--- src/rtl/core/mbf_pkg.sv ---
// ----------------------------------------------------------------------------
// mbf_pkg
// shared constants and types of the maximal bit-set filter
// ----------------------------------------------------------------------------
`default_nettype none

package mbf_pkg;

    // default geometry
    localparam int SET_WIDTH_DEF   = 64;
    localparam int TABLE_DEPTH_DEF = 64;

    // fixed field widths of the ports
    localparam int CAND_W    = 64;
    localparam int WINDOW_W  = 7;
    localparam int COUNT_W   = 7;
    localparam int OUTCOME_W = 2;

    // outcome codes
    localparam logic [OUTCOME_W-1:0] OUTCOME_SUBSET = 2'd0;
    localparam logic [OUTCOME_W-1:0] OUTCOME_APPEND = 2'd1;
    localparam logic [OUTCOME_W-1:0] OUTCOME_FULL   = 2'd2;

    // flags from the subset compare unit
    typedef struct packed {
        logic cand_in_entry;   // candidate is a subset of the stored entry
        logic entry_in_cand;   // stored entry is a subset of the candidate
    } subset_flags_t;

endpackage

`default_nettype wire

--- src/rtl/core/mbf_table.sv ---
// ----------------------------------------------------------------------------
// mbf_table
// set table storage: one write port, one read port with registered data
// ----------------------------------------------------------------------------
`default_nettype none

module mbf_table #(
    parameter int SET_WIDTH   = mbf_pkg::SET_WIDTH_DEF,
    parameter int TABLE_DEPTH = mbf_pkg::TABLE_DEPTH_DEF,
    localparam int ADDR_W     = $clog2(TABLE_DEPTH)
) (
    input  wire logic                 clk,
    input  wire logic                 wr_en,
    input  wire logic [ADDR_W-1:0]    wr_addr,
    input  wire logic [SET_WIDTH-1:0] wr_data,
    input  wire logic [ADDR_W-1:0]    rd_addr,
    output logic      [SET_WIDTH-1:0] rd_data
);

    logic [SET_WIDTH-1:0] mem [TABLE_DEPTH];

    always_ff @(posedge clk)
    begin
        if (wr_en)
        begin
            mem[wr_addr] <= wr_data;
        end
        rd_data <= mem[rd_addr];
    end

endmodule

`default_nettype wire

--- config.mk ---
export PLATFORM = sky130hd
export DESIGN_NAME = mbf_table
export DESIGN_NICKNAME = d
export VERILOG_FILES = /design/src/rtl/core/mbf_pkg.sv /design/src/rtl/core/mbf_table.sv
export SDC_FILE = /design/constraint.sdc
export NUM_CORES = 2
export LEC_CHECK = 0
export BUFFER_PORTS_ARGS = -buffer_cell sky130_fd_sc_hd__buf_4
export CAP_MARGIN = 0
export CELL_PAD_IN_SITES_DETAIL_PLACEMENT = 0
export CELL_PAD_IN_SITES_GLOBAL_PLACEMENT = 1
export CORE_UTILIZATION = 51
export DETAILED_ROUTE_END_ITERATION = 10
export GPL_TIMING_DRIVEN = 0
export PLACE_DENSITY_LB_ADDON = 0.1
export SETUP_SLACK_MARGIN = 0.3
export SLEW_MARGIN = 20
export SYNTH_ARGS = -nofsm -noshare
export SYNTH_HDL_FRONTEND = slang
export SYNTH_SLANG_ARGS = --single-unit
--- constraint.sdc ---
create_clock -name clk -period 6 [get_ports clk]
set_clock_uncertainty 0.2 [all_clocks]
set_input_delay 0.9 -clock clk [delete_from_list [all_inputs] [get_ports clk]]
set_output_delay 0.9 -clock clk [all_outputs]
set_load 0.1 [all_outputs]
==> flow_summary.json <==
{
  "outcome": "complete, no violations",
  "post_synth_num_cell_types": 33,
  "max_freq_mhz": 215,
  "drv.max_cap_violation_count": 0,
  "cts.repair_timing.setup_buffer_count": 0,
  "layout_worst_path_cycle_share_pct": 77.4,
  "design_area_um2": 183000,
  "dieWidth_um": 556,
  "finalWirelength_um": 432000,
  "cts.reportedPaths.clkPinSlew_ns": 0.06,
  "maximum_number_of_pins_on_one_net_before_global_route_repair": 65,
  "finalWeightedCongestion": 0.834,
  "port-buffer-count": 133,
  "grt_first_pass_wirelength_um": 598000,
  "clk-insertion-delay-late_ns": 0.97,
  "placed_cell_area_um2": 169000,
  "post_cts_hold_buffer_count": 0,
  "fp.dieArea_um2": 309000,
  "ir_worst_vdd_mv": 0.363,
  "buffer_depth_of_the_longest_clock_path": 4,
  "globalRouteOverflowTotal": 0,
  "hpwl_um": 292000,
  "core_um2": 304000,
  "vias_in_the_first_global_route": 76400,
  "clock-root-buffer": "sky130_fd_sc_hd__clkbuf_16",
  "synth_area_um2": 156000,
  "crit_path_time_final_ns": 4.65,
  "synth_sequential_area_ratio_pct": 79.5,
  "p_seq_share_pct": 51.8,
  "tns_ns": 0,
  "dr.first_iter.drc_count": 10100,
  "power-per-cell-area_nw_per_um2": 340,
  "final_antenna_net_count": 0,
  "overall_die_height_um": 556,
  "ys_ff_latch": 4160,
  "hold_path_class": "input port to register",
  "syn-instance-count": 6598,
  "areaGrowthSynthToFinish_pct": 16.9,
  "mostFrequentLayoutCells": "sky130_fd_sc_hd__edfxtp_1, sky130_fd_sc_hd__mux4_2, sky130_fd_sc_hd__clkbuf_16",
  "worst-path-max-fanout": 10,
  "vias": 76000,
  "leakagePower_nw": 57.5,
  "worstSetupStartpointType": "input port",
  "number_of_synthesis_warnings": 0,
  "ctsResizeCount": 0,
  "htreeDepth": 5,
  "mappedNetlistNets": 6676,
  "timing.critical_path.arrival_ns": 5.19,
  "cts_buf_count": 420,
  "grt_antenna_before_repair": 45,
  "avgSynthCellArea_um2": 23.7,
  "wl_per_cell_um": 36.3,
  "endpoints_failing_hold": 0,
  "final_layout_size_suffix_gt1_share_pct": 30.3,
  "grt_use_total_pct": 28.1,
  "power.combinational.fraction_pct": 6.0,
  "cell_internal_pwr_mw": 48.4,
  "boundaryPins": 142,
  "rsz0062_at_grt": "false",
  "clock_sink_count": 4160,
  "switchingPower_mw": 13.8,
  "post-route-drc-count": 0,
  "critPathRequiredTime_ns": 6.54,
  "final_common_cell": "sky130_fd_sc_hd__edfxtp_1",
  "cts_tree": "built",
  "slew_violations": 0,
  "design.final.nets": 7491,
  "clock_power_share_pct": 42.2,
  "crit_type": "input port to register",
  "max_slew.worst_pin.slew_ns": 1.36,
  "detailedRoute.firstPassIterationCount": 6,
  "crit_path_end_kind": "register",
  "start_util_pct": 51.5,
  "relSlewSlack_pct": 9.01,
  "mean_number_of_vias_per_cell": 6.40,
  "rows": 202,
  "netSwitchingFraction_pct": 22.2,
  "finalSetupViolCount": 0
}
registers in the layout, indices dropped and copies added, names as in the netlist:
register  count
mem        4096
rd_data      64
cell families (layout without fill, tap and decap cells):
kind of cell | Yosys count | after routing | synth area share (%)
AO/OA/AOI/OAI | 504 | 504 | 2.48
flip-flops | 4160 | 4160 | 79.5
multiplexers | 1159 | 1159 | 15.6
AND/OR/NAND/NOR | 386 | 386 | 1.24
buffers and inverters | 389 | 1565 | 1.18
other | 0 | 31 | 0
worst max-delay path, stage by stage:
cell,delay (ns)
sky130_fd_sc_hd__buf_2,0.30
sky130_fd_sc_hd__buf_4,0.36
sky130_fd_sc_hd__buf_2,0.50
sky130_fd_sc_hd__buf_2,0.57
sky130_fd_sc_hd__buf_4,0.37
sky130_fd_sc_hd__mux2i_1,0.12
sky130_fd_sc_hd__o22ai_1,0.76
sky130_fd_sc_hd__a31oi_1,0.32
sky130_fd_sc_hd__a211oi_1,0.91
power groups by stage:
| stage | Clock [mW] | Sequential [mW] | Combinational, mW |
|---|---|---|---|
| detailed placement | 0 | 32.9 | 3.70 |
| global route | 27.6 | 32.2 | 3.85 |
| floorplan | 0 | 33.3 | 1.50 |
| CTS | 26.6 | 32.2 | 3.71 |
| finish | 26.3 | 32.2 | 3.71 |
| global placement | 0 | 32.9 | 3.56 |
Yosys cell counts (all sizes together):
cell type / number / share of area [%]
edfxtp: 4096 / 79
mux4: 1024 / 15
buf: 230 / 0.80
a22oi: 168 / 0.81
clkbuf: 140 / 0.34
mux2i: 135 / 0.86
nor2: 112 / 0.27
a22o: 88 / 0.49
o22ai: 83 / 0.33
and3: 64 / 0.26
dfxtp: 64 / 0.82
a211oi: 63 / 0.30
nand2: 58 / 0.14
nand3: 45 / 0.14
o221ai: 38 / 0.21
or3: 29 / 0.12
nor2b: 28 / 0.11
or2: 28 / 0.11
a41oi: 26 / 0.15
a2bb2oi: 19 / 0.11
inv: 19 / 0.046
a31oi: 18 / 0.072
nand2b: 11 / 0.044
and2: 3 / 0.012
nand3b: 2 / 0.0096
nand4: 2 / 0.0080
nor3: 2 / 0.0064
a31o: 1 / 0.0056
nand4b: 1 / 0.0056
or3b: 1 / 0.0056
path summary, 6_finish.rpt:
kind | startpoint | endpoint | slack (ns) | depth (start not counted)
setup reg to reg | mem[63][33] | rd_data[33] | 2.81 | 5
hold / removal | wr_data[15] | mem[62][15] | 0.28 | 1
setup / recovery | rd_addr[2] | rd_data[6] | 1.35 | 9
hold reg to reg | mem[62][50] | rd_data[50] | 0.69 | 4
layout make-up:
type	count	area (um2)
sequential	4160	124000
fill	21200	121000
multi-input combinational	2049	30800
clock buffer	549	11400
timing repair buffer	393	6810
tap	4080	5100
clock inverter	234	2390
buffer	370	1790
antenna	31	77.6
inverter	19	71.3
stage by stage:
| step | power, mW | hold WS [ns] | cells | util [%] | setup slack, ns |
|---|---|---|---|---|---|
| after detailed placement | 36.6 | 0.690 | 11100 | 55.6 | 0.604 |
| after global routing | 63.7 | 0.269 | 11900 | 60.1 | 1.53 |
| final | 62.2 | 0.277 | 11900 | 60.2 | 1.35 |
| after floorplan | 34.8 | 0.588 | 6598 | - | 0.870 |
| after global placement | 36.4 | 0.683 | 10800 | 53.5 | -3.49 |
| after CTS | 62.5 | 0.205 | 11900 | 60.1 | 1.60 |
layer usage:
layer	global-route usage (%)	wire (um)	up-vias
met2	44.0	204000	3766
met5	0	89	-
met1	40.5	173000	41400
met3	6.00	42200	581
li1	-	-	30200
met4	7.46	11700	14
Power figures use the tool's default switching activity.
