`src/rtl/core/mbf_pkg.sv`:
```
// ----------------------------------------------------------------------------
// mbf_pkg
// shared constants and types of the maximal bit-set filter
// ----------------------------------------------------------------------------
`default_nettype none

package mbf_pkg;

    // default geometry
    localparam int SET_WIDTH_DEF   = 64;
    localparam int TABLE_DEPTH_DEF = 64;

    // fixed field widths of the ports
    localparam int CAND_W    = 64;
    localparam int WINDOW_W  = 7;
    localparam int COUNT_W   = 7;
    localparam int OUTCOME_W = 2;

    // outcome codes
    localparam logic [OUTCOME_W-1:0] OUTCOME_SUBSET = 2'd0;
    localparam logic [OUTCOME_W-1:0] OUTCOME_APPEND = 2'd1;
    localparam logic [OUTCOME_W-1:0] OUTCOME_FULL   = 2'd2;

    // flags from the subset compare unit
    typedef struct packed {
        logic cand_in_entry;   // candidate is a subset of the stored entry
        logic entry_in_cand;   // stored entry is a subset of the candidate
    } subset_flags_t;

endpackage

`default_nettype wire

```
`src/rtl/core/mbf_subset_unit.sv`:
```
// ----------------------------------------------------------------------------
// mbf_subset_unit
// shared compare unit: subset relation both ways between two bit sets
// ----------------------------------------------------------------------------
`default_nettype none

module mbf_subset_unit #(
    parameter int SET_WIDTH = mbf_pkg::SET_WIDTH_DEF
) (
    input  wire logic [SET_WIDTH-1:0] cand,
    input  wire logic [SET_WIDTH-1:0] entry,
    output mbf_pkg::subset_flags_t    flags
);

    assign flags.cand_in_entry = ((cand & ~entry) == '0);
    assign flags.entry_in_cand = ((entry & ~cand) == '0);

endmodule

`default_nettype wire

```
`config.mk`:
```
export PLATFORM = sky130hd
export DESIGN_NAME = mbf_subset_unit
export DESIGN_NICKNAME = d
export VERILOG_FILES = /design/src/rtl/core/mbf_pkg.sv /design/src/rtl/core/mbf_subset_unit.sv
export SDC_FILE = /design/constraint.sdc
export NUM_CORES = 1
export LEC_CHECK = 0
export ABC_AREA = 1
export BUFFER_PORTS_ARGS = -buffer_cell sky130_fd_sc_hd__buf_2
export CAP_MARGIN = 10
export CORE_MARGIN = 2
export CORE_UTILIZATION = 41
export DETAILED_ROUTE_END_ITERATION = 7
export GPL_TIMING_DRIVEN = 0
export PLACE_DENSITY = 0.91
export SLEW_MARGIN = 5
export SYNTH_ARGS = -nofsm -noshare
export SYNTH_HDL_FRONTEND = slang
export SYNTH_SLANG_ARGS = --single-unit
```
`constraint.sdc`:
```
create_clock -name vclk -period 1.7
set_clock_uncertainty 0.15 [all_clocks]
set_input_delay 0.085 -clock vclk [all_inputs]
set_output_delay 0.085 -clock vclk [all_outputs]
set_load 0.05 [all_outputs]
```
==> impl_metrics.yaml, run 1 <==
timing:
  drv_slew: 0
  setup_viol: 0
  min_period_ps: 1290
  period_share: 0.758
  fin_tns_setup_ps: 0
  hold_viol_final: 0
  rsz0062_at_grt: "false"
  worst_pin_slew_ps: 260
  max_freq_mhz: 777
  slew_headroom: 0.828
grt:
  grt_max_degree: 3
  grt_pass1_vias: 1793
  grt_pass1_wl_mm: 6.07
  antenna_found_initial: 0
  grt_overflow: 0
  grt_use_total: 0.204
synth:
  synth_cells: 330
  synth-simple-area-share: 0.596
  synthTopCellsByArea: "nand2_1, inv_1, nor2_1"
  ys_seq_area_frac: 0
  synth.largest_area_cell: "nand2_1"
  synthXorXnorAreaFrac: 0
  synthAdderAreaFrac: 0
  ys_types: 4
  synthMuxAreaShare: 0
  avgSynthCellArea_um2: 3.85
  synth_top_family_by_area: "simple AND/OR/NAND/NOR gates"
  synthesis.nets: 458
  netlist.area_leader.share: 0.472
  synth-compound-area-share: 0.102
  syn_area_um2: 1270
  ys_warn_count: 0
floorplan:
  row_count: 20
  coreArea_um2: 3000
  start_util: 0.423
  die_w_um: 59.7
  io_pins: 130
  fp.dieArea_um2: 3560
  die_h_um: 59.7
cts:
  postCtsSetupBuffers: 0
  hold_buffers: 0
  cts-resized-gates: 0
routing:
  wire_per_inst_um: 7.69
  drt.antenna.violating_nets: 0
  drc: 0
  first_iter_violations: 94
  drt_pre_antenna_iters: 4
  via_count: 2071
  drt-vias-per-instance: 4.20
  wl_mm: 3.79
finish:
  final_layout_size_suffix_gt1_frac: 0.283
  multi_input_area_um2: 888
  clkbuf_count: 0
  fin_nets: 590
  fillers: 326
  nFlopsAndLatches: 0
  num_antenna_cells: 0
  seqCellArea_um2: 0
  area_growth_syn_to_layout_pct: 54.4
outcome:
  status: "complete, no violations"
worst_setup_path:
  cp.required_ps: 1460
  crit_path_start_kind: "primary input"
  crit_path_end_kind: "output port"
  cp_max_fo: 2
  worstSetupPathType: "primary input to output port"
  arrival_ps: 1050
placed_design:
  port_buffers: 130
  place_congestion: 0.723
  dpl.hpwl_mm: 3.60
power_and_ir_drop:
  vdd_drop_max_uv: 106
  pwr_density_cell_nw_per_um2: 189
  p_leak_nw: 1.57
  fin_total_pwr_mw: 0.372
worst_hold_path:
  min_to: "flags[1]"
  worstHoldPathType: "primary input to output port"
  min_delay_path_depth: 9
  hp-start: "cand[32]"
run:
  cap_violations: 0
==> through the flow <==
step / cell area, um^2 / util / worst slack [ps] / hold WS [ps] / std cells
after global placement: 1960 / 0.654 / 425 / 607 / 493
after floorplan: 1270 / - / 336 / 429 / 330
after detailed placement: 1960 / 0.654 / 408 / 608 / 493
after global routing: 1960 / 0.654 / 286 / 665 / 493
after CTS: 1960 / 0.654 / 408 / 608 / 493
final: 1960 / 0.654 / 412 / 605 / 493
==> cell type report <==
| type | instances | share of cell area |
|---|---|---|
| inverter | 102 | 0.195 |
| multi-input combinational | 228 | 0.453 |
| tap | 33 | 0.0210 |
| timing repair buffer | 130 | 0.331 |
==> where the power goes <==
group | switching, mW | internal [mW] | total [mW] | leakage (nW)
logic | 0.184 | 0.188 | 0.372 | 1.57
clock network | 0 | 0 | 0 | 0
registers | 0 | 0 | 0 | 0
total | 0.184 | 0.188 | 0.372 | 1.57
==> worst max path at each step <==
stage	start	to	slack, ps	cells after the start
after floorplan	cand[54]	flags[0]	340	8
after global placement	cand[30]	flags[1]	420	9
after detailed placement	entry[38]	flags[1]	410	10
after CTS	entry[38]	flags[1]	410	10
after global routing	entry[30]	flags[1]	290	10
final	entry[62]	flags[1]	410	10
==> placed cells by master, fill, tap and decap left out <==
cell / n
inv_1: 102
nand2_1: 160
o21ai_0: 26
buf_2: 130
nor2_1: 42
==> synthesized netlist by cell type <==
| cell type | count |
|---|---|
| inv_1 | 102 |
| nand2_1 | 160 |
| nor2_1 | 42 |
| o21ai_0 | 26 |
==> worst max-delay path, stage by stage <==
cell	delay [ps]
buf_2	90
inv_1	30
nand2_1	40
nand2_1	50
nor2_1	100
nand2_1	70
nor2_1	130
nand2_1	90
nor2_1	90
buf_2	270
==> layer usage <==
metal | vias to the layer above | global-route usage | part of all wire
met5 | - | 0 | 0
met1 | 811 | 0.210 | 0.41
met4 | 0 | 0.0381 | 0.0077
li1 | 1178 | - | -
met2 | 78 | 0.433 | 0.52
met3 | 4 | 0.0152 | 0.070
==> logic make-up after synthesis <==
group / Yosys count
buf+inv: 102
simple gates: 202
compound gates: 26
Power figures use the tool's default switching activity.
==> run 2, diff against run 1 <==
- CORE_UTILIZATION: 41 -> 38
- PLACE_DENSITY: 0.91 -> 0.85
- clock period: 1.7 -> 1.2 ns (I/O delays scaled with it)
==> impl_metrics.yaml, run 2 (same netlist as run 1, synthesis figures left out) <==
cts:
  hold_buffers: 0
  postCtsSetupBuffers: 0
finish:
  final_layout_size_suffix_gt1_frac: 0.309
  final_common_cell: "nand2_1"
  fin_nets: 590
  clkbuf_count: 0
  final_cell_mix: "nand2_1, buf_2, inv_1, nor2_1, o21ai_0"
  num_antenna_cells: 0
  seqCellArea_um2: 0
  nFlopsAndLatches: 0
  area_growth_syn_to_layout_pct: 61.5
  stdcell_area_um2: 2050
  fillers: 351
power_and_ir_drop:
  pwr_density_cell_nw_per_um2: 268
  p_int_mw: 0.285
  pwr-share-seq: 0
  p_leak_nw: 1.58
  sw_frac_of_total: 0.484
  p_comb_frac: 1.000
  pwr-share-clk: 0
  vdd_drop_max_uv: 143
  p_switching_mw: 0.267
placed_design:
  port_buffers: 130
  place_congestion: 0.735
  dpl.hpwl_mm: 3.45
  place_area_um2: 1980
worst_hold_path:
  worstHoldPathType: "primary input to output port"
  min_to: "flags[1]"
  min_delay_path_depth: 9
  hp-start: "cand[15]"
timing:
  setup_viol: 0
  slew_headroom: 0.878
  min_period_ps: 1150
  rsz0062_at_grt: "true"
  max_freq_mhz: 871
  fin_tns_setup_ps: 0
  holdWs_ps: 520
  hold_viol_final: 0
  period_share: 0.956
  drv_slew: 0
  worst_pin_slew_ps: 181
routing:
  wire_per_inst_um: 7.56
  drc: 0
  drt.antenna.violating_nets: 0
  wl_mm: 3.83
  drt-vias-per-instance: 4.13
  via_count: 2092
  first_iter_violations: 50
  drt_pre_antenna_iters: 4
floorplan:
  start_util: 0.387
  die_h_um: 61.8
  io_pins: 130
  fp.dieArea_um2: 3820
  row_count: 21
  coreArea_um2: 3280
  die_w_um: 61.8
worst_setup_path:
  cp.required_ps: 990
  slowest_stage: "buf_6"
  crit_path_start_kind: "primary input"
  crit_path_end_kind: "output port"
  cp_cell_sequence: "buf_2, inv_1, nand2_1, nand2_1, nor2_1, nand2_1, nor2_1, nand2_1, nor2_2, buf_6"
  critPathMostFrequentCell: "nand2_1"
  max_stage_delay_ps: 160
  worstSetupPathType: "primary input to output port"
  cp_max_fo: 2
  arrival_ps: 940
grt:
  grt_max_degree: 3
  grt_use_total: 0.168
  grt_overflow: 0
  grt_pass1_vias: 1575
  antenna_found_initial: 0
  grt_pass1_wl_mm: 5.24
run:
  cap_violations: 0
outcome:
  status: "complete, no violations"
## run 2: cell counts in the layout (fill, tap and decap cells not counted)
Identical to the previous run, type by type.
## run 2: how the worst max path moves through the flow
stage          cells past startpoint  startpoint  slack (ps)        to
2_1_floorplan                      8    cand[54]         100  flags[0]
3_3_place_gp                      10     cand[4]         -20  flags[0]
3_5_place_dp                      10     cand[4]         -20  flags[0]
4_1_cts                           10    cand[57]          30  flags[0]
5_1_grt                           10   entry[56]         -70  flags[1]
6_report                          10    cand[12]          50  flags[0]
## run 2: routing by layer
layer	wire, um	vias up	share of wire	global-route usage
li1	-	1176	-	-
met1	1530	846	0.40	0.176
met2	2030	70	0.53	0.365
met3	271	0	0.071	0.0145
met4	0	0	0	0.0122
met5	0	-	0	0
## run 2: worst max-delay path, delay by kind of cell
kind / cells / cell delay, ps
buffers and inverters: 3 / 280
AND/OR/NAND/NOR: 7 / 580
## run 2: power by group through the flow
stage / clock network [mW] / registers (mW) / logic, mW
2_1_floorplan: 0 / 0 / 0.252
6_report: 0 / 0 / 0.551
5_1_grt: 0 / 0 / 0.643
4_1_cts: 0 / 0 / 0.527
3_5_place_dp: 0 / 0 / 0.525
3_3_place_gp: 0 / 0 / 0.508
## run 2: metrics by stage
step           power (mW)   util  setup WS [ps]  cells
2_1_floorplan       0.252      -            100    330
3_3_place_gp        0.508  0.604          -15.7    506
3_5_place_dp        0.525  0.604          -21.5    506
4_1_cts             0.527  0.606           31.6    506
5_1_grt             0.643  0.625          -72.6    506
6_report            0.551  0.625           52.2    506
## run 2: final cells by class
class	count	area [um^2]	share of cell area
Inverter	102	383	0.186
Multi-Input combinational cell	228	906	0.441
Tap cell	46	57.6	0.0280
Timing Repair Buffer	130	707	0.344
## run 2: timing repair
item / 4_1_cts / 5_1_grt
setup endpoints to repair: 2 / 2
pin swaps: 0 / 13
hold endpoints to repair: 0 / 0
gates resized for setup: 2 / 25
==> run 3, diff against run 2 <==
- PLACE_DENSITY: 0.85 -> 0.84
==> impl_metrics.yaml, run 3 (same netlist as run 1, synthesis figures left out) <==
floorplan:
  io_pins: 130
  row_count: 21
  die_w_um: 61.8
  start_util: 0.387
  die_h_um: 61.8
  fp.dieArea_um2: 3820
  coreArea_um2: 3280
timing:
  fin_tns_setup_ps: 0
  min_period_ps: 1160
  slew_headroom: 0.870
  worst_pin_slew_ps: 193
  period_share: 0.964
  holdWs_ps: 515
  rsz0062_at_grt: "true"
  drv_slew: 0
  worst_slack_ps: 43.4
  setup_viol: 0
  max_freq_mhz: 865
  hold_viol_final: 0
power_and_ir_drop:
  vdd_drop_max_uv: 148
  pwr_density_cell_nw_per_um2: 275
  p_leak_nw: 1.59
worst_setup_path:
  worstSetupPathType: "primary input to output port"
  crit_path_end_kind: "output port"
  cp.required_ps: 990
  arrival_ps: 950
  crit_path_end: "flags[1]"
  crit_start: "cand[24]"
  crit_path_start_kind: "primary input"
  cp_max_fo: 2
routing:
  wl_mm: 3.92
  drc: 0
  drt-vias-per-instance: 4.10
  wire_per_inst_um: 7.74
  drt_pre_antenna_iters: 4
  first_iter_violations: 64
  via_count: 2074
  drt.antenna.violating_nets: 0
finish:
  area_growth_syn_to_layout_pct: 64.6
  nFlopsAndLatches: 0
  seqCellArea_um2: 0
  final_layout_size_suffix_gt1_frac: 0.335
  fin_nets: 590
  final_common_cell: "nand2_1"
  fillers: 338
  clkbuf_count: 0
  final_cell_mix: "nand2_1, buf_2, inv_1, nor2_1"
  num_antenna_cells: 0
grt:
  grt_overflow: 0
  grt_pass1_wl_mm: 5.82
  grt_max_degree: 3
  grt_pass1_vias: 1783
  grt_use_total: 0.187
  antenna_found_initial: 0
placed_design:
  dpl.hpwl_mm: 3.49
  preCtsSetupSlack_ps: -33.9
  place_congestion: 0.735
  port_buffers: 130
cts:
  postCtsSetupBuffers: 0
run:
  cap_violations: 0
outcome:
  status: "complete, no violations"
worst_hold_path:
  worstHoldPathType: "primary input to output port"
[run 3: cell counts in the layout (fill, tap and decap cells not counted)]
No cell type changed its count.
[run 3: area by class of cell]
class / instances / area [um^2] / area share
multi-input combinational: 228 / 920 / 0.440
timing repair buffer: 130 / 732 / 0.350
tap: 46 / 57.6 / 0.0275
inverter: 102 / 383 / 0.183
[run 3: metrics by stage]
step,std cells,area (um^2),utilization,power [mW]
6_report,506,2090,0.637,0.575
5_1_grt,506,2090,0.637,0.670
4_1_cts,506,1990,0.606,0.529
3_5_place_dp,506,1980,0.604,0.527
3_3_place_gp,506,1980,0.604,0.512
2_1_floorplan,330,1280,-,0.252
[run 3: timing repair]
| item | 4_1_cts | 5_1_grt |
|---|---|---|
| hold buffers | 0 | 0 |
| pin swaps | 0 | 36 |
| hold endpoints to repair | 0 | 0 |
| endpoints found under the setup margin | 2 | 2 |
| resized for setup | 2 | 50 |
[run 3: worst min path at each step]
stage | start | to | slack (ps) | cells past startpoint
4_1_cts | cand[0] | flags[1] | 550 | 9
6_report | cand[0] | flags[1] | 520 | 9
3_3_place_gp | cand[47] | flags[1] | 570 | 9
2_1_floorplan | entry[29] | flags[0] | 320 | 7
3_5_place_dp | cand[0] | flags[1] | 570 | 9
5_1_grt | cand[3] | flags[1] | 540 | 9
[run 3: metal layers]
layer / global-route usage / share of wire
met1: 0.187 / 0.40
met4: 0.0243 / 0.0048
met2: 0.402 / 0.49
met5: 0 / 0
met3: 0.0311 / 0.10
[run 3: report_power, final]
group          internal (mW)  switching (mW)  leakage (nW)  total [mW]
clock network              0               0             0           0
logic                  0.298           0.277          1.59       0.575
registers                  0               0             0           0
total                  0.298           0.277          1.59       0.575
[run 3: critical path, cell delays in order]
cell     delay (ps)
buf_2           110
nand2_1          50
o21ai_1          50
nor2_1          110
nand2_1          70
nor2_1          120
nand2_1          90
nor2_2          120
buf_6           170
